<file path="config.mk">
export PLATFORM = sky130hd
export DESIGN_NAME = gcd_rot_cell
export DESIGN_NICKNAME = d
export VERILOG_FILES = /design/src/design/gcd_pkg.sv /design/src/design/gcd_rot_cell.sv
export SDC_FILE = /design/constraint.sdc
export NUM_CORES = 1
export LEC_CHECK = 0
export ABC_CLOCK_PERIOD_IN_PS = 4400
export CORE_UTILIZATION = 50
export DETAILED_ROUTE_END_ITERATION = 10
export DONT_BUFFER_PORTS = 1
export PLACE_DENSITY = 0.71
export SYNTH_ARGS = -nofsm -noshare
export SYNTH_HDL_FRONTEND = slang
export SYNTH_SLANG_ARGS = --single-unit
export TNS_END_PERCENT = 5
</file>
<file path="constraint.sdc">
create_clock -name i_clk -period 4.4 [get_ports i_clk]
set_input_delay 0.88 -clock i_clk [delete_from_list [all_inputs] [get_ports i_clk]]
set_output_delay 0.88 -clock i_clk [all_outputs]
set_load 0.02 [all_outputs]
</file>
<file path="src/design/gcd_pkg.sv">
package gcd_pkg;

    localparam int RADIUS_W = 23;
    localparam logic [RADIUS_W-1:0] RADIUS_RESET = 23'd6371000;

    localparam logic signed [33:0] CORDIC_K = 34'sd652032874;
    localparam logic signed [27:0] PI180 = 28'sd74961321;
    localparam logic signed [31:0] LAT_LIM = 32'sd377487360;
    localparam logic signed [31:0] LON_LIM = 32'sd754974720;
    localparam logic [32:0] DEG90_Q23 = 33'd754974720;
    localparam logic [32:0] DEG180_Q23 = 33'd1509949440;
    localparam logic [30:0] ONE_Q30 = 31'h4000_0000;
    localparam logic [31:0] KM_RECIP = 32'd2199023255;
    localparam logic [33:0] KM_DIV = 34'd125;

    localparam logic [1:0] FUNC_RAD = 2'd0;
    localparam logic [1:0] FUNC_M = 2'd1;
    localparam logic [1:0] FUNC_KM = 2'd2;

    localparam logic [29:0] ATAN_TAB [0:31] = '{
        30'd843314857, 30'd497837829, 30'd263043837, 30'd133525159, 30'd67021687,
        30'd33543516, 30'd16775851, 30'd8388437, 30'd4194283, 30'd2097149,
        30'd1048576, 30'd524288, 30'd262144, 30'd131072, 30'd65536, 30'd32768,
        30'd16384, 30'd8192, 30'd4096, 30'd2048, 30'd1024, 30'd512, 30'd256,
        30'd128, 30'd64, 30'd32, 30'd16, 30'd8, 30'd4, 30'd2, 30'd1, 30'd0
    };

    typedef struct packed {
        logic [1:0]         func;
        logic signed [31:0] start_lat;
        logic signed [31:0] start_lon;
        logic signed [31:0] end_lat;
        logic signed [31:0] end_lon;
    } t_in;

    typedef struct packed {
        logic [31:0] distance;
        logic        invalid;
    } t_out;

    typedef struct packed {
        logic signed [33:0] x;
        logic signed [33:0] y;
        logic signed [33:0] z;
    } t_rot;

    typedef struct packed {
        logic [63:0] v;
        logic [63:0] root;
    } t_sqrt;

    typedef struct packed {
        logic       valid;
        logic       invalid;
        logic [1:0] func;
    } t_side;

endpackage

</file>
<file path="src/design/gcd_rot_cell.sv">
module gcd_rot_cell #(
    parameter int STEP = 0
) (
    input  logic            i_clk,
    input  logic            i_en,
    input  gcd_pkg::t_rot   i_d,
    output gcd_pkg::t_rot   o_d
);

    localparam logic signed [33:0] ATAN = $signed({4'b0, gcd_pkg::ATAN_TAB[STEP]});

    gcd_pkg::t_rot r_d;
    gcd_pkg::t_rot n_d;
    logic signed [33:0] dx;
    logic signed [33:0] dy;

    always_comb begin
        dx = $signed(i_d.x) >>> STEP;
        dy = $signed(i_d.y) >>> STEP;
        if (!i_d.z[33]) begin
            n_d.x = i_d.x - dy;
            n_d.y = i_d.y + dx;
            n_d.z = i_d.z - ATAN;
        end else begin
            n_d.x = i_d.x + dy;
            n_d.y = i_d.y - dx;
            n_d.z = i_d.z + ATAN;
        end
    end

    always_ff @(posedge i_clk) begin
        if (i_en) begin
            r_d <= n_d;
        end
    end

    assign o_d = r_d;

endmodule

</file>
; Word-level counts from Yosys, hierarchy flattened
; Index checks and enable logic that the tools add are counted.
[totals]
ff_bits = 102
latch_bits = 0
mem_bits_rw = 0
mem_bits_ro = 0
inputBits = 104
output_inout_bits = 102
elab_cells = 9
mem_count = 0
[op_classes]
addsub = 5
mul = 0
div = 0
magnitude_cmp = 0
n_eq_ne = 0
shift = 0
n_mux = 1
n_bitwise = 0
reduce_logical = 0
[ops]
columns = op, n
row1 = two-way mux 102 bit, 1
row2 = subtractor 34 bit, 2
row3 = "adder 34 x 31 -> 34 bit, second input constant", 1
row4 = adder 34 bit, 1
row5 = "subtractor 34 x 31 -> 34 bit, second input constant", 1

; Depth between registers and ports, before layout
[depth]
ltp_word = 2
depth_mapped = 14
mapped_depth_nobuf = 13

; Least setup slack after synthesis
; No wires, ideal clock.
[synth_path]
kind = input to register
from = input i_d[33] in the netlist's numbering
to = register r_d, in the netlist o_d[31], data pin
setup_time_ns = 0.258
arrival_time_ns = 3.781
t_required_ns = 4.142
path_slack_ns = 0.361
cell_stages = 13
n_path_buf = 1
cell_sequence = clkinv_1 clkbuf_1 ha_1 o21ai_0 a21oi_1 a221oi_1 nor3_1 o31ai_1 a21oi_1 a41o_1 o21a_1 nor2_1 xnor2_1
[synth_lines]
columns = element, line
row1 = "start, declared", gcd_rot_cell.sv:6  ; input gcd_pkg::t_rot i_d,
row2 = "end signal, assigned", gcd_rot_cell.sv:33  ; r_d <= n_d;
row3 = "end, declared", gcd_rot_cell.sv:12  ; gcd_pkg::t_rot r_d;

==> impl_metrics.toml <==
[detailed_routing]
drc = 0
dr.first_iter.drc_count = 701
postRouteAntennaNets = 0
vias = 8602
via_per_inst = 6.13
dr.pass1.iters = 5
routed_wl_mm = 28.0
avgRoutedWirePerCell_um = 19.9

[cts]
cts_resized = 0
htree_num_levels = 3
clock_sinks = 101
clk_pin_slew_worst_paths_ps = 70
cts_tree = "yes"
cts_made_buffers = 9
cts-root-buf = "clkbuf_16"
post_cts_buffers = 0
cts_max_path_buffers = 2
cts_hold_buf = 0

[final_layout]
final_nets = 1373
layout.cells.most_common = "a21oi_1"
antenna_cells = 0
drive_above_1_share = 0.0465
ff_latch_area_um2 = 3030
area_growth_pct = 5.81
largest_reg_flops = 101
multi_input_area_um2 = 6430
fill_cells = 1816
final_cell_mix = "a21oi_1 (142), ha_1 (131), inv_1 (105)"

[yosys]
synth_nets = 1390
synth_enable_flop_cells = 101
syn_area_per_cell_um2 = 8.76
synthCells = 1151
ys_types = 73
syn_area_um2 = 10100
yosysWarnings = 0
ys_seq_elements = 101
synthFlopType = "edfxtp_1"
yosysSeqAreaShare = 0.301
async_flop_share = 0

[placement]
io_buffers = 0
dp.final_hpwl_mm = 21.6
gp_congestion = 0.959

[timing]
setup_violations = 0
rsz0062_at_grt = "no"
worst_pin_slew_ps = 705
tns_ps = 0
period_minus_slack_ps = 3820
max_slew_margin = 0.518
finalHoldViolCount = 0
post-route-period-util = 0.867
fmax_ghz = 0.262
drv_slew = 0

[floorplan]
initial_core_util = 0.515
die_h_um = 144
die_area_um2 = 20700
io_pins = 206
placementRows = 51
core_area_um2 = 19600
dieWidth_um = 144

[job]
max_cap_viol_count = 0

[grt]
antenna_found_initial = 0
grt_pass1_wl_mm = 43.3
grt_usage = 0.271
first_global_vias = 8198
overflow = 0
grt_start_max_net_pins = 102

[worst_setup_path]
critPathArrivalTime_ps = 3920
worst_setup_path_end_kind = "flop"
path_class = "input pin to flop"
cp_max_fo = 7
required_ps = 4500
cp-start-kind = "input pin"

[power]
power_density_nw_per_um2 = 331
power_leakage_nw = 4.58
p_total_w = 0.00353
vdd_ir_drop_max_mv = 0.164

[min_path]
hold_class = "input pin to flop"

[run_status]
status = "finished, final reports clean"
-- area by class of cell --
class | instances | area share
multi-input combinational | 891 | 0.603
sequential | 101 | 0.284
inverter | 110 | 0.0387
tap | 265 | 0.0311
clock buffer | 9 | 0.0211
timing repair buffer | 21 | 0.0148
clock inverter | 7 | 0.00727
-- kinds of logic (layout without fill, tap and decap cells) --
group	count (synthesis)	after routing	share of synthesized area
simple gates	255	255	0.119
compound gates	389	389	0.248
mux	18	18	0.0180
xor+xnor	94	94	0.0816
buf+inv	159	147	0.0614
fa+ha+maj	135	135	0.170
flops	101	101	0.301
-- cell usage after synthesis, types with 4 or more instances --
cell       instances  area (um2)
a211oi_1          12        90.1
nor4_1             8        50.1
a31oi_1            7        43.8
a2111oi_0          5        43.8
a21o_1            40         300
nand3b_1           4        30.0
ha_1             131        1640
xor2_1            20         175
nor2b_1           12        75.1
a221oi_1           4        35.0
xnor2_1           74         648
nand2_1           68         255
a31o_2             4        35.0
inv_1            105         394
clkbuf_1          32         120
nor2_1            89         334
clkinv_1           5        18.8
mux2i_1           17         170
nand3_1           14        70.1
fa_1               4        80.1
o31a_1             4        35.0
a211o_1            5        43.8
nor3_1            17        85.1
o21a_1             8        60.1
or3_1              4        25.0
buf_2              6        30.0
o21ai_0           69         345
o211ai_1          10        75.1
buf_1              8        30.0
nand2b_1          10        62.6
edfxtp_1         101        3030
nand4_1           12        75.1
a21oi_1          142         711
o21bai_1          25         188
o31ai_1           12        90.1
a221o_1            5        50.1
-- routing by layer --
layer | vias up | GRT usage | wire length [um]
li1 | 4126 | - | -
met1 | 4011 | 0.337 | 11500
met2 | 406 | 0.450 | 13100
met3 | 59 | 0.0623 | 2500
met4 | 0 | 0.108 | 856
met5 | - | 0 | 0
-- worst paths after layout --
kind                 end  slack (ps)     from  depth (start not counted)
max   o_d[100]$_DFFE_PP_         580  i_d[39]                         12
min    o_d[32]$_DFFE_PP_         640     i_en                          0
-- critical path, cell delays in order --
cell and delay, ps:
inv_1 20, ha_1 410, or4_1 540, o21ai_0 100, a31oi_1 140, nor3b_1 220
or4b_1 540, a31o_1 260, a21o_1 220, a2111oi_4 370, a211oi_2 70, xor2_1 150
-- stage by stage --
| step | instance area, um2 | utilization | worst slack (ps) | std cells | hold WS (ps) |
|---|---|---|---|---|---|
| 3_5_place_dp | 10400 | 0.529 | 271 | 1388 | 1000 |
| 5_1_grt | 10700 | 0.545 | 418 | 1404 | 628 |
| 4_1_cts | 10700 | 0.545 | 635 | 1404 | 624 |
| 3_3_place_gp | 10400 | 0.529 | 290 | 1388 | 1000 |
| 2_1_floorplan | 10100 | - | 361 | 1151 | 992 |
| 6_report | 10700 | 0.545 | 584 | 1404 | 637 |
-- power by group --
part	total, W	internal, W	switching (W)
logic	0.00110	0.000440	0.000655
registers	0.00157	0.00129	0.000278
clock network	0.000863	0.000451	0.000412
total	0.00353	0.00218	0.00134
No activity file was read; power rests on OpenSTA's default activity.
