--- config.mk ---
export PLATFORM = sky130hd
export DESIGN_NAME = gcd_vec_cell
export DESIGN_NICKNAME = d
export VERILOG_FILES = /design/src/design/gcd_pkg.sv /design/src/design/gcd_vec_cell.sv
export SDC_FILE = /design/constraint.sdc
export NUM_CORES = 1
export LEC_CHECK = 0
export BUFFER_PORTS_ARGS = -buffer_cell sky130_fd_sc_hd__clkbuf_2
export CORE_MARGIN = 1.5
export CORE_UTILIZATION = 30
export DETAILED_ROUTE_END_ITERATION = 12
export PLACE_DENSITY = 0.48
export REMOVE_ABC_BUFFERS = 1
export SLEW_MARGIN = 20
export SYNTH_ARGS = -nofsm -noshare
export SYNTH_HDL_FRONTEND = slang
export SYNTH_SLANG_ARGS = --single-unit
--- constraint.sdc ---
create_clock -name i_clk -period 6.6 [get_ports i_clk]
set_clock_uncertainty 0.15 [all_clocks]
set_input_delay 0 -clock i_clk [delete_from_list [all_inputs] [get_ports i_clk]]
set_output_delay 0 -clock i_clk [all_outputs]
set_load 0.01 [all_outputs]
--- src/design/gcd_pkg.sv ---
package gcd_pkg;

    localparam int RADIUS_W = 23;
    localparam logic [RADIUS_W-1:0] RADIUS_RESET = 23'd6371000;

    localparam logic signed [33:0] CORDIC_K = 34'sd652032874;
    localparam logic signed [27:0] PI180 = 28'sd74961321;
    localparam logic signed [31:0] LAT_LIM = 32'sd377487360;
    localparam logic signed [31:0] LON_LIM = 32'sd754974720;
    localparam logic [32:0] DEG90_Q23 = 33'd754974720;
    localparam logic [32:0] DEG180_Q23 = 33'd1509949440;
    localparam logic [30:0] ONE_Q30 = 31'h4000_0000;
    localparam logic [31:0] KM_RECIP = 32'd2199023255;
    localparam logic [33:0] KM_DIV = 34'd125;

    localparam logic [1:0] FUNC_RAD = 2'd0;
    localparam logic [1:0] FUNC_M = 2'd1;
    localparam logic [1:0] FUNC_KM = 2'd2;

    localparam logic [29:0] ATAN_TAB [0:31] = '{
        30'd843314857, 30'd497837829, 30'd263043837, 30'd133525159, 30'd67021687,
        30'd33543516, 30'd16775851, 30'd8388437, 30'd4194283, 30'd2097149,
        30'd1048576, 30'd524288, 30'd262144, 30'd131072, 30'd65536, 30'd32768,
        30'd16384, 30'd8192, 30'd4096, 30'd2048, 30'd1024, 30'd512, 30'd256,
        30'd128, 30'd64, 30'd32, 30'd16, 30'd8, 30'd4, 30'd2, 30'd1, 30'd0
    };

    typedef struct packed {
        logic [1:0]         func;
        logic signed [31:0] start_lat;
        logic signed [31:0] start_lon;
        logic signed [31:0] end_lat;
        logic signed [31:0] end_lon;
    } t_in;

    typedef struct packed {
        logic [31:0] distance;
        logic        invalid;
    } t_out;

    typedef struct packed {
        logic signed [33:0] x;
        logic signed [33:0] y;
        logic signed [33:0] z;
    } t_rot;

    typedef struct packed {
        logic [63:0] v;
        logic [63:0] root;
    } t_sqrt;

    typedef struct packed {
        logic       valid;
        logic       invalid;
        logic [1:0] func;
    } t_side;

endpackage

--- src/design/gcd_vec_cell.sv ---
module gcd_vec_cell #(
    parameter int STEP = 0
) (
    input  logic            i_clk,
    input  logic            i_en,
    input  gcd_pkg::t_rot   i_d,
    output gcd_pkg::t_rot   o_d
);

    localparam logic signed [33:0] ATAN = $signed({4'b0, gcd_pkg::ATAN_TAB[STEP]});

    gcd_pkg::t_rot r_d;
    gcd_pkg::t_rot n_d;
    logic signed [33:0] dx;
    logic signed [33:0] dy;

    always_comb begin
        dx = $signed(i_d.x) >>> STEP;
        dy = $signed(i_d.y) >>> STEP;
        if (!i_d.y[33]) begin
            n_d.x = i_d.x + dy;
            n_d.y = i_d.y - dx;
            n_d.z = i_d.z + ATAN;
        end else begin
            n_d.x = i_d.x - dy;
            n_d.y = i_d.y + dx;
            n_d.z = i_d.z - ATAN;
        end
    end

    always_ff @(posedge i_clk) begin
        if (i_en) begin
            r_d <= n_d;
        end
    end

    assign o_d = r_d;

endmodule

# --- Word-level counts from Yosys, hierarchy flattened ---
# Cells that the tools add are included.
classes:
  addsub: 5
  muxes: 1
ops:
  columns: ["cell", "count"]
  rows:
  - ["two-way mux 102 bit", 1]
  - ["subtractor 34 bit", 2]
  - ["adder 34 x 31 -> 34 bit, second input constant", 1]
  - ["adder 34 bit", 1]
  - ["subtractor 34 x 31 -> 34 bit, second input constant", 1]
word_totals:
  register_bits: 102
  inputBits: 104
  out_inout_bits: 102
  elab_cells: 9

# --- Logic depth before layout (Yosys ltp) ---
logic_depth:
  word_depth: 2
  mapped_depth: 12
  depth_no_buf: 12

# --- Worst setup path before layout ---
# No wires, ideal clock.
synth_path:
  path_type: "input-to-reg"
  startpoint: "input port i_d[67] (netlist bit)"
  endpoint: "register r_d, in the netlist o_d[32] (data pin)"
  setup_ns: 0.263
  arrival_time_ns: 3.032
  t_required_ns: 6.187
  path_slack_ns: 3.155
  path_stages: 12
  n_path_buf: 1
  cell_sequence: "clkinv_1 clkbuf_1 ha_1 and3_1 a221oi_2 o21ai_1 a31oi_1 o311ai_1 a311o_1 a21o_1 a311oi_1 xnor2_1"
synth_rtl:
  columns: ["element", "line_no", "text"]
  rows:
  - ["start: declaration", "gcd_vec_cell.sv:6", "input gcd_pkg::t_rot i_d,"]
  - ["end signal: assignment", "gcd_vec_cell.sv:33", "r_d <= n_d;"]
  - ["end: declaration", "gcd_vec_cell.sv:12", "gcd_pkg::t_rot r_d;"]

==> reports/metrics.cfg <==
[run_status]
status=finished, final reports clean

[pwr]
swShare_pct=37.6
seqPwrFrac_pct=36.8
p_clk_share_pct=21.4
p_sw_w=0.000905
power_leakage_nw=5.53
internal_power_w=0.00150
max-vdd-ir-drop_mv=0.0958
powerDensity_nw_per_um2=194
power.share.combinational_pct=41.8

[critical_path]
crit_arrival_ns=3.78
required_ns=6.56
crit_fanout=51
critPathKind=in2reg
start_kind=input pin
crit_path_end_kind=register

[timing]
fin_tns_setup_ns=0
fmax_mhz=262
slew_viol_final=0
timing.final.crit_share_pct=57.8
min_period_ns=3.82
setup_viol=0
max-slew-margin-rel_pct=22.3
finalHoldViolCount=0
rsz0062_at_grt=false
tightest_slew_ns=1.16

[yosys]
synth_warnings=0
ys.flop_type=edfxtp_1
syn_area_per_cell_um2=8.64
ys_seq_elements=101
synth_top_area_share_pct=28.8
netlist_area_um2=10500
yosys.cell_types.count=80
synth_edf_count=101
synth-seq-area-share_pct=28.8
async_reset_ff_share_pct=0
synthTopCellsByArea=edfxtp_1 (29%), ha_1 (16%), a21oi_1 (6.3%)
synth_top_cell_by_area=edfxtp_1
syn_inst=1220

[die]
die_area_um2=36300
fp.dieW_um=190
num_rows=68
die_h_um=190
pin_count=206
core_um2=34500
start_util_pct=30.5

[cells_and_area]
fin_area_um2=12400
largest_reg_flops=101
stdcell_count=1864
nets=1644
areaGrowthSynthToFinish_pct=17.5
final_cell_mix=clkbuf_2 (203), a21oi_1 (133), ha_1 (132)
layout-drive-gt1-share_pct=17.7
final_common_cell=clkbuf_2
fillers=3684
diodes=0

[routing]
drt-initial-drc-count=717
routedWlPerCell_um=18.1
drt-total-wl_mm=33.7
vias=9725
post-route-drc-count=0
final_antenna_net_count=0
drt_pass1_iterations=5
via_per_inst=5.22

[place]
port_buffers=205
globalplace.congestion=0.930
placed_cells=1836
dp_hpwl_mm=27.1
placed_area_um2=12000

[global_route]
grt_antenna_before_repair=1
grt_max_degree=54
first_global_vias=9351
grt_pass1_wl_mm=51.7
grt_util_all_layers_pct=18.3
overflow=0

[worst_hold_path]
hold_path.class=in2reg
whs_path_depth=3

[clock_tree]
h-tree-depth=3
path_clk_slew_ns=0.08
clock_sinks=101
ctsHoldBuffers=12
cts_tree=done
ctsResizeCount=0
cts_buffer_depth=2
cts_setup_buffers=0
cts_buffers=9
cts_root_buf=clkbuf_16

[job]
maxCapViolCount=0

metrics by stage:
stage | utilization [%] | power, W | hold slack [ns] | worst slack, ns
2_1_floorplan | - | 0.00152 | -0.0375 | 2.46
3_3_place_gp | 34.7 | 0.00190 | 0.129 | 2.62
3_5_place_dp | 34.7 | 0.00190 | 0.134 | 2.49
4_1_cts | 35.8 | 0.00243 | 0.000242 | 2.71
5_1_grt | 35.8 | 0.00256 | 0.0337 | 2.43
6_report | 35.8 | 0.00241 | 0.00453 | 2.78
final cells by class:
type	instances	area [µm²]	area share, %
well taps	455	569	4.60
flip-flops and latches	101	3030	24.5
clock buffers	10	229	1.85
clock inverters	6	47.5	0.384
inverters	117	439	3.55
multi-input cells	953	6870	55.5
repair buffers	222	1190	9.60
cells by family after synthesis:
family | share of synthesized area, %
DFF | 28.8
AOI/OAI and AO/OA | 26.2
buffers and inverters | 6.00
adders and majority gates | 16.4
and+or+nand+nor | 12.9
muxes | 1.99
xor gates and xnor gates | 7.73
layer usage:
| metal | vias up | track usage [%] | wire length, µm |
|---|---|---|---|
| met3 | 53 | 2.26 | 2110 |
| met4 | 0 | 6.15 | 742 |
| li1 | 4787 | - | - |
| met5 | - | 0 | 0 |
| met2 | 361 | 28.1 | 14800 |
| met1 | 4524 | 26.3 | 16100 |
power groups by stage:
| stage | clock [W] | sequential [W] | combinational [W] |
|---|---|---|---|
| 3_3_place_gp | 0 | 0.000902 | 0.000994 |
| 4_1_cts | 0.000537 | 0.000890 | 0.00100 |
| 5_1_grt | 0.000561 | 0.000896 | 0.00111 |
| 6_report | 0.000515 | 0.000886 | 0.00101 |
| 3_5_place_dp | 0 | 0.000904 | 0.000993 |
| 2_1_floorplan | 0 | 0.000955 | 0.000565 |
cells in the mapped netlist, types with 3 or more instances:
cell,count
buf_2,4
or2_2,4
a221oi_1,4
inv_2,3
o21ai_0,76
o21bai_1,27
nor4_1,5
buf_1,5
xnor2_1,73
nand2_1,62
nand4_1,17
nand4b_1,3
a21oi_1,133
ha_1,132
nand2b_1,9
o21a_1,11
clkinv_1,3
mux2i_1,21
a2111oi_0,3
nand3b_1,3
and3_1,8
and2_1,7
xor2_1,20
fa_1,4
o311ai_0,3
inv_1,111
nor3_1,23
o21ai_1,15
or4_1,3
a31oi_1,17
nor3b_1,3
a311o_1,3
clkbuf_1,39
nand3_1,10
o31a_1,4
edfxtp_1,101
nor2_1,91
a211oi_1,11
o221ai_1,5
or3_1,5
a21o_1,43
nor2b_1,22
o31ai_1,8
o211ai_1,11
o2111ai_1,6
final timing paths:
path    start      end  slack, ns
min   i_d[15]  o_d[15]      0.005
max   i_d[67]  o_d[33]       2.78
critical path, stage by stage:
cell,delay (ns)
buf_4,0.51
inv_2,0.40
ha_1,0.46
and3_1,0.21
nand3_1,0.11
a211oi_1,0.46
nor2_1,0.14
o2111ai_1,0.32
nand2_1,0.15
o211ai_1,0.20
a21oi_1,0.11
xnor2_1,0.13
dlygate4sd3_1,0.55
Power figures use the tool's default switching activity.
