<file path="src/design/gcd_pkg.sv">
package gcd_pkg;

    localparam int RADIUS_W = 23;
    localparam logic [RADIUS_W-1:0] RADIUS_RESET = 23'd6371000;

    localparam logic signed [33:0] CORDIC_K = 34'sd652032874;
    localparam logic signed [27:0] PI180 = 28'sd74961321;
    localparam logic signed [31:0] LAT_LIM = 32'sd377487360;
    localparam logic signed [31:0] LON_LIM = 32'sd754974720;
    localparam logic [32:0] DEG90_Q23 = 33'd754974720;
    localparam logic [32:0] DEG180_Q23 = 33'd1509949440;
    localparam logic [30:0] ONE_Q30 = 31'h4000_0000;
    localparam logic [31:0] KM_RECIP = 32'd2199023255;
    localparam logic [33:0] KM_DIV = 34'd125;

    localparam logic [1:0] FUNC_RAD = 2'd0;
    localparam logic [1:0] FUNC_M = 2'd1;
    localparam logic [1:0] FUNC_KM = 2'd2;

    localparam logic [29:0] ATAN_TAB [0:31] = '{
        30'd843314857, 30'd497837829, 30'd263043837, 30'd133525159, 30'd67021687,
        30'd33543516, 30'd16775851, 30'd8388437, 30'd4194283, 30'd2097149,
        30'd1048576, 30'd524288, 30'd262144, 30'd131072, 30'd65536, 30'd32768,
        30'd16384, 30'd8192, 30'd4096, 30'd2048, 30'd1024, 30'd512, 30'd256,
        30'd128, 30'd64, 30'd32, 30'd16, 30'd8, 30'd4, 30'd2, 30'd1, 30'd0
    };

    typedef struct packed {
        logic [1:0]         func;
        logic signed [31:0] start_lat;
        logic signed [31:0] start_lon;
        logic signed [31:0] end_lat;
        logic signed [31:0] end_lon;
    } t_in;

    typedef struct packed {
        logic [31:0] distance;
        logic        invalid;
    } t_out;

    typedef struct packed {
        logic signed [33:0] x;
        logic signed [33:0] y;
        logic signed [33:0] z;
    } t_rot;

    typedef struct packed {
        logic [63:0] v;
        logic [63:0] root;
    } t_sqrt;

    typedef struct packed {
        logic       valid;
        logic       invalid;
        logic [1:0] func;
    } t_side;

endpackage

</file>
<file path="src/design/gcd_sqrt_cell.sv">
module gcd_sqrt_cell #(
    parameter int STEP = 0
) (
    input  logic            i_clk,
    input  logic            i_en,
    input  gcd_pkg::t_sqrt  i_d,
    output gcd_pkg::t_sqrt  o_d
);

    localparam logic [63:0] BIT = 64'd1 << (62 - 2 * STEP);

    gcd_pkg::t_sqrt r_d;
    gcd_pkg::t_sqrt n_d;
    logic [63:0] trial;

    always_comb begin
        trial = i_d.root + BIT;
        if (i_d.v >= trial) begin
            n_d.v = i_d.v - trial;
            n_d.root = (i_d.root >> 1) + BIT;
        end else begin
            n_d.v = i_d.v;
            n_d.root = i_d.root >> 1;
        end
    end

    always_ff @(posedge i_clk) begin
        if (i_en) begin
            r_d <= n_d;
        end
    end

    assign o_d = r_d;

endmodule

</file>
<file path="config.mk">
export PLATFORM = sky130hd
export DESIGN_NAME = gcd_sqrt_cell
export DESIGN_NICKNAME = d
export VERILOG_FILES = /design/src/design/gcd_pkg.sv /design/src/design/gcd_sqrt_cell.sv
export SDC_FILE = /design/constraint.sdc
export NUM_CORES = 1
export LEC_CHECK = 0
export BUFFER_PORTS_ARGS = -buffer_cell sky130_fd_sc_hd__buf_2
export CAP_MARGIN = 10
export CORE_UTILIZATION = 48
export DETAILED_ROUTE_END_ITERATION = 8
export MAX_ROUTING_LAYER = met4
export PLACE_DENSITY = 0.78
export SLEW_MARGIN = 30
export SYNTH_ARGS = -nofsm -noshare
export SYNTH_HDL_FRONTEND = slang
export SYNTH_SLANG_ARGS = --single-unit
export TNS_END_PERCENT = 5
</file>
<file path="constraint.sdc">
create_clock -name i_clk -period 3 [get_ports i_clk]
set_input_delay 0 -clock i_clk [delete_from_list [all_inputs] [get_ports i_clk]]
set_output_delay 0 -clock i_clk [all_outputs]
set_load 0.01 [all_outputs]
</file>
== Word level (Yosys, flattened, before mapping) ==
Cells that the tools add are included.

* Bits in registers: 128
* Bits in latches: 0
* RAM bits: 0
* Memory bits (read-only): 0
* Input bits: 130
* Output and inout bits: 128
* Word-level logic and storage cells: 8
* Memories kept: 0

* Add/sub/neg operators: 3
* Multipliers: 0
* Div/mod/pow operators: 0
* $lt $le $gt $ge: 1
* Eq/ne operators: 0
* Shift operators: 0
* Muxes and demuxes: 1
* Bitwise operators: 0
* Reduce and logical (&&, ||, !) cells: 0

{| class="wikitable"
|+ Operators by type and width
! cell !! count
|-
| 128-bit 2-to-1 mux || 1
|-
| 63-bit by 63-bit adder with 64-bit output (second input constant) || 1
|-
| 64-bit by 63-bit adder with 64-bit output (second input constant) || 1
|-
| 64-bit greater-or-equal comparator || 1
|-
| 64-bit subtractor || 1
|}

== Depth between registers and ports, before layout ==
Gate-level depths: netlist of run 1.

* Depth after elaboration: 3
* Gate-level depth with buffers: 14
* Mapped depth without buffers: 13

== Least setup slack after synthesis of run 1 ==
Ideal clock, no wire load.

* Path type: in2reg
* Start point: in i_d[16] (netlist name)
* End point: reg r_d (netlist bit o_d[124]), data pin
* Library setup time: 257 ps
* Arrival: 2606 ps
* Data required time: 2743 ps
* Slack: 137 ps
* Stages on the path: 12
* Buffers on the path: 0
* Path through: inv_1 ha_1 and2_1 nand3_1 or3_1 a41o_1 nor3_2 o21ai_1 o41ai_4 or4b_1 a21oi_1 nor3_1

{| class="wikitable"
|+ RTL lines
! element !! RTL line !! RTL
|-
| start: declaration || gcd_sqrt_cell.sv:6 || <nowiki>input gcd_pkg::t_sqrt i_d,</nowiki>
|-
| end signal: assignment || gcd_sqrt_cell.sv:29 || <nowiki>r_d <= n_d;</nowiki>
|-
| end: declaration || gcd_sqrt_cell.sv:12 || <nowiki>gcd_pkg::t_sqrt r_d;</nowiki>
|}

==> results.cfg, run 1 <==
[outcome]
status = complete, no violations

[timing]
drv_slew = 0
finalHoldViolations = 0
worstMarginPinSlew_ns = 0.599
setup_viol = 0
period_minus_slack_ns = 2.90
clock.fmax_mhz = 345
period_share_pct = 96.6
slew_headroom_pct = 60.0
grt_setup_unrepaired = yes

[finish]
area_growth_pct = 46.8
final_nets = 1536
fillers = 1216
multi_input_area_um2 = 4420
fin_cells = 1577
drive_above_1_share_pct = 30.9
post-route-util_pct = 72.6
largest_reg_flops = 128
regArea_um2 = 3840

[routing]
via_per_inst = 5.57
dr.pass1.iters = 5
drc = 0
routed_wl_mm = 27.5
first_iter_violations = 817
wl_per_cell_um = 17.4
vias = 8783
detail-route-antenna-nets = 0

[place]
dp_cells = 1426
place_congestion = 0.919
io_buffers = 257
dpl.hpwl_mm = 18.8

[clock_network]
cts_tree = built
cts_root_buf = clkbuf_16
cts_num_sinks = 128
cts_buffers = 17
clock_path_buffers = 2
htreeDepth = 4
cts.clk_slew.worst_paths_ns = 0.06

[synthesis]
yosys_most_used_dff = edfxtp_1
synth_cell_types = 58
synth-seq-cells = 128
synthArstFlopShare_pct = 0
syn-instance-count = 885
synth-edff-count = 128
synth_area_leaders = edfxtp_1, ha_1, a21oi_1
avgSynthCellArea_um2 = 9.73
netlist_area_um2 = 8610
synth_nets = 1080
synth_top_area_share_pct = 44.6
synthTopCellsByCount = edfxtp_1, a21oi_1, nor2_1, inv_1, ha_1
yosys_warnings = 0
yosysMostFrequentCell = edfxtp_1
yosysTopAreaCell = edfxtp_1
yosysSeqAreaShare_pct = 44.6

[global_route]
grt-ovfl-total = 0
grt_pass1_wl_mm = 43.1
first_global_vias = 8860
antenna_found_initial = 1
grt_use_total_pct = 30.9
grt_start_max_net_pins = 69

[critical_path]
worstPathArrival_ns = 3.18
critical_path_class = input port to register
path_max_fanout = 13
endpoint_kind = register
startpoint_type = input port
cp.required_ns = 3.28

[worst_hold_path]
hold_path.class = input port to register

[floorplanning]
core_um2 = 17400
dieArea_um2 = 18500
fp.dieH_um = 136
io-pin-count = 258
die_x_um = 136
row_count = 48
start_util_pct = 49.4

[run]
cap_violations = 0

[power]
power_leakage_nw = 5.88
powerDensity_nw_per_um2 = 495
vdd_drop_max_mv = 0.411
-- final cells by class --
cell class / count / share of cell area [%]
diodes: 1 / 0.0198
clock buffers: 20 / 3.46
inverters: 78 / 2.32
flip-flops and latches: 128 / 30.4
clock inverters: 9 / 0.752
multi-input cells: 642 / 35.0
repair buffers: 474 / 25.8
well taps: 225 / 2.23
-- repair_timing --
item	CTS	global route
resized for setup	0	33
hold buffers	120	0
setup buffers	0	1
setup endpoints to repair	0	54
hold endpoints to repair	121	0
-- power by group --
group	leakage, nW	switching [mW]	internal, mW
registers	1.25	0.0593	2.24
clock network	0.252	0.765	1.19
logic	4.38	1.08	0.933
-- routing by layer --
layer	wire length (um)	part of all wire, %	up-vias	GRT usage (%)
li1	-	-	4138	-
met1	11100	40	4117	36.0
met2	13500	49	436	51.9
met3	1870	6.8	92	5.00
met4	1060	3.9	0	15.2
met5	0	0	-	-
-- critical path, cell delays in order --
cell,delay [ns]
dlygate4sd3_1,0.52
buf_2,0.12
inv_1,0.04
ha_1,0.34
and3_2,0.26
and3_1,0.22
nand4_1,0.16
nor2_1,0.09
a2111oi_4,0.40
o41ai_4,0.17
buf_4,0.19
buf_8,0.14
and3_1,0.16
a311o_1,0.26
nor2_1,0.11
-- cells by family after synthesis --
kind of cell	after synthesis	synth area share, %
buffers and inverters	115	5.19
muxes	15	1.95
AOI/OAI and AO/OA	272	19.8
and+or+nand+nor	234	13.2
xor gates and xnor gates	56	5.70
adders and majority gates	65	9.53
DFF	128	44.6
-- metrics by stage --
step | power (mW) | TNS (ns) | setup WS (ns) | hold slack (ns) | instance area (um2)
after floorplan | 3.36 | 0 | 0.137 | 0.0989 | 8610
after global placement | 4.06 | -5.45 | -0.186 | 0.191 | 10800
after detailed placement | 4.10 | -12.45 | -0.349 | 0.192 | 10800
after CTS | 6.16 | 0 | 0.000663 | 0.00684 | 12500
after global routing | 6.52 | -0.359 | -0.0591 | 0.0470 | 12600
final | 6.26 | 0 | 0.101 | 0.0127 | 12600
-- layout by cell type (no fill, tap or decap), types with 12 or more instances in the layout --
cell,n
nand3_1,14
nand2_1,51
a21o_1,49
buf_4,92
dlygate4sd3_1,120
inv_1,78
nor2_1,81
ha_1,60
xor2_1,20
xnor2_1,36
edfxtp_1,128
and3_1,12
a21oi_1,107
o21ai_0,35
nand4_1,18
buf_2,256
clkbuf_16,17
-- path summary, 6_finish.rpt --
kind              slack, ns  cells past startpoint  startpoint  endpoint
setup / recovery       0.10                     15     i_d[54]  o_d[125]
hold / removal         0.01                      4     i_d[70]   o_d[70]
Power figures use the tool's default switching activity.
==> run 2: changes to the inputs <==
--- a/config.mk
+++ b/config.mk
@@ -7,10 +7,11 @@
 export LEC_CHECK = 0
 export BUFFER_PORTS_ARGS = -buffer_cell sky130_fd_sc_hd__buf_2
 export CAP_MARGIN = 10
-export CORE_UTILIZATION = 48
+export CORE_MARGIN = 2
+export CORE_UTILIZATION = 53
 export DETAILED_ROUTE_END_ITERATION = 8
 export MAX_ROUTING_LAYER = met4
-export PLACE_DENSITY = 0.78
+export PLACE_DENSITY = 0.82
 export SLEW_MARGIN = 30
 export SYNTH_ARGS = -nofsm -noshare
 export SYNTH_HDL_FRONTEND = slang
==> constraint.sdc (replaced) <==
create_clock -name i_clk -period 2.9 [get_ports i_clk]
set_input_delay 0 -clock i_clk [delete_from_list [all_inputs] [get_ports i_clk]]
set_output_delay 0 -clock i_clk [all_outputs]
set_load 0.01 [all_outputs]
==> results.cfg, run 2 (synthesis gave the netlist of run 1 again) <==
[outcome]
status = complete, no violations

[critical_path]
worstPathArrival_ns = 3.04
crit_buf_inv = 6
path_max_fanout = 15
startpoint_type = input port
crit_chain = dlygate4sd3_1 -> buf_2 -> inv_1 -> ha_1 -> nand2_1 -> nor2_2 -> and3_4 -> nand4_1 -> buf_4 -> o41ai_4 -> buf_4 -> buf_12 -> mux2_2
crit_family = buffers and inverters
cp.required_ns = 3.07
worst_path_max_delay_cell = dlygate4sd3_1
crit_top_cell = buf_4
endpoint_kind = register
max_stage_delay_ns = 0.53
critical_path_class = input port to register

[global_route]
grt_start_max_net_pins = 64
grt-ovfl-total = 0
antenna_found_initial = 1
grt_pass1_wl_mm = 45.9
first_global_vias = 9191
grt_use_total_pct = 34.1

[clock_network]
cts.clk_slew.worst_paths_ns = 0.06
cts_buffers = 17
cts_num_sinks = 128
clock_path_buffers = 2
htreeDepth = 4
cts_root_buf = clkbuf_16
cts_tree = built

[timing]
worstMarginPinSlew_ns = 0.661
slew_headroom_pct = 55.9
hold_ws_ns = 0.0152
clock.fmax_mhz = 348
fin_tns_setup_ns = 0
finalHoldViolations = 0
fin_ws_ns = 0.0252
setup_viol = 0
period_minus_slack_ns = 2.87
period_share_pct = 99.1
grt_setup_unrepaired = yes
drv_slew = 0

[power]
powerDensity_nw_per_um2 = 539
power_leakage_nw = 5.99
vdd_drop_max_mv = 0.385

[place]
dp_slack_ns = -0.302
dpl.hpwl_mm = 18.5
place_congestion = 0.915
io_buffers = 257

[floorplanning]
start_util_pct = 54.2
row_count = 46
dieArea_um2 = 17300
core_um2 = 15900
io-pin-count = 258
die_x_um = 131
fp.dieH_um = 131

[finish]
area_growth_pct = 49.2
largest_reg_flops = 128
final_cell_mix = buf_2, edfxtp_1, dlygate4sd3_1
final_nets = 1544
drive_above_1_share_pct = 31.9
post-route-util_pct = 80.9
layout_commonest_cell = buf_2

[routing]
wl_per_cell_um = 18.7
vias = 9136
detail-route-antenna-nets = 0
routed_wl_mm = 29.5
dr.pass1.iters = 6
via_per_inst = 5.79
first_iter_violations = 958
drc = 0

[run]
cap_violations = 0

[worst_hold_path]
hold_path.class = input port to register
[run 2: changes by cell type in the layout (fill, tap and decap cells not counted), moves of 3 or more]
cell       change
bufinv_16      +3
mux2_1         +3
buf_6          +3
buf_4          +5
ha_2           -3
ha_4           +3
mux2_4         -3
[run 2: worst paths after layout]
path	start	end	slack, ns	cells past startpoint
hold / removal	i_d[72]	o_d[72]	0.02	4
setup / recovery	i_d[50]	o_d[100]	0.03	13
[run 2: power by group]
| group | internal (mW) | switching, mW |
|---|---|---|
| Clock | 1.53 | 0.862 |
| Combinational | 0.987 | 1.17 |
| Sequential | 2.31 | 0.0652 |
| Total | 4.82 | 2.10 |
[run 2: repair_timing]
item | 4_1_cts | 5_1_grt
gates resized for setup | 0 | 37
setup buffers | 0 | 1
hold endpoints to repair | 119 | 0
hold buffers | 118 | 0
endpoints found under the setup margin | 0 | 57
[run 2: area by class of cell]
cell class,count,area [um2]
Multi-Input combinational cell,642,4460
Sequential cell,128,3840
Timing Repair Buffer,482,3340
Fill cell,964,3040
Clock buffer,18,429
Inverter,78,293
Tap cell,216,270
Clock inverter,14,213
Antenna cell,1,2.50
[run 2: per-layer routing]
layer	up-vias	track usage, %	wire length (um)
li1	4163	-	-
met1	4301	40.9	11500
met2	552	57.5	14800
met3	120	5.02	2100
met4	0	14.6	1150
met5	-	-	0
[run 2: through the flow]
| stage | cell area (um2) | power [mW] | cells |
|---|---|---|---|
| floorplan | 8610 | 3.48 | 885 |
| global placement | 10800 | 4.23 | 1426 |
| detailed placement | 10800 | 4.26 | 1426 |
| CTS | 12700 | 6.74 | 1576 |
| global route | 12800 | 7.15 | 1579 |
| finish | 12800 | 6.92 | 1579 |
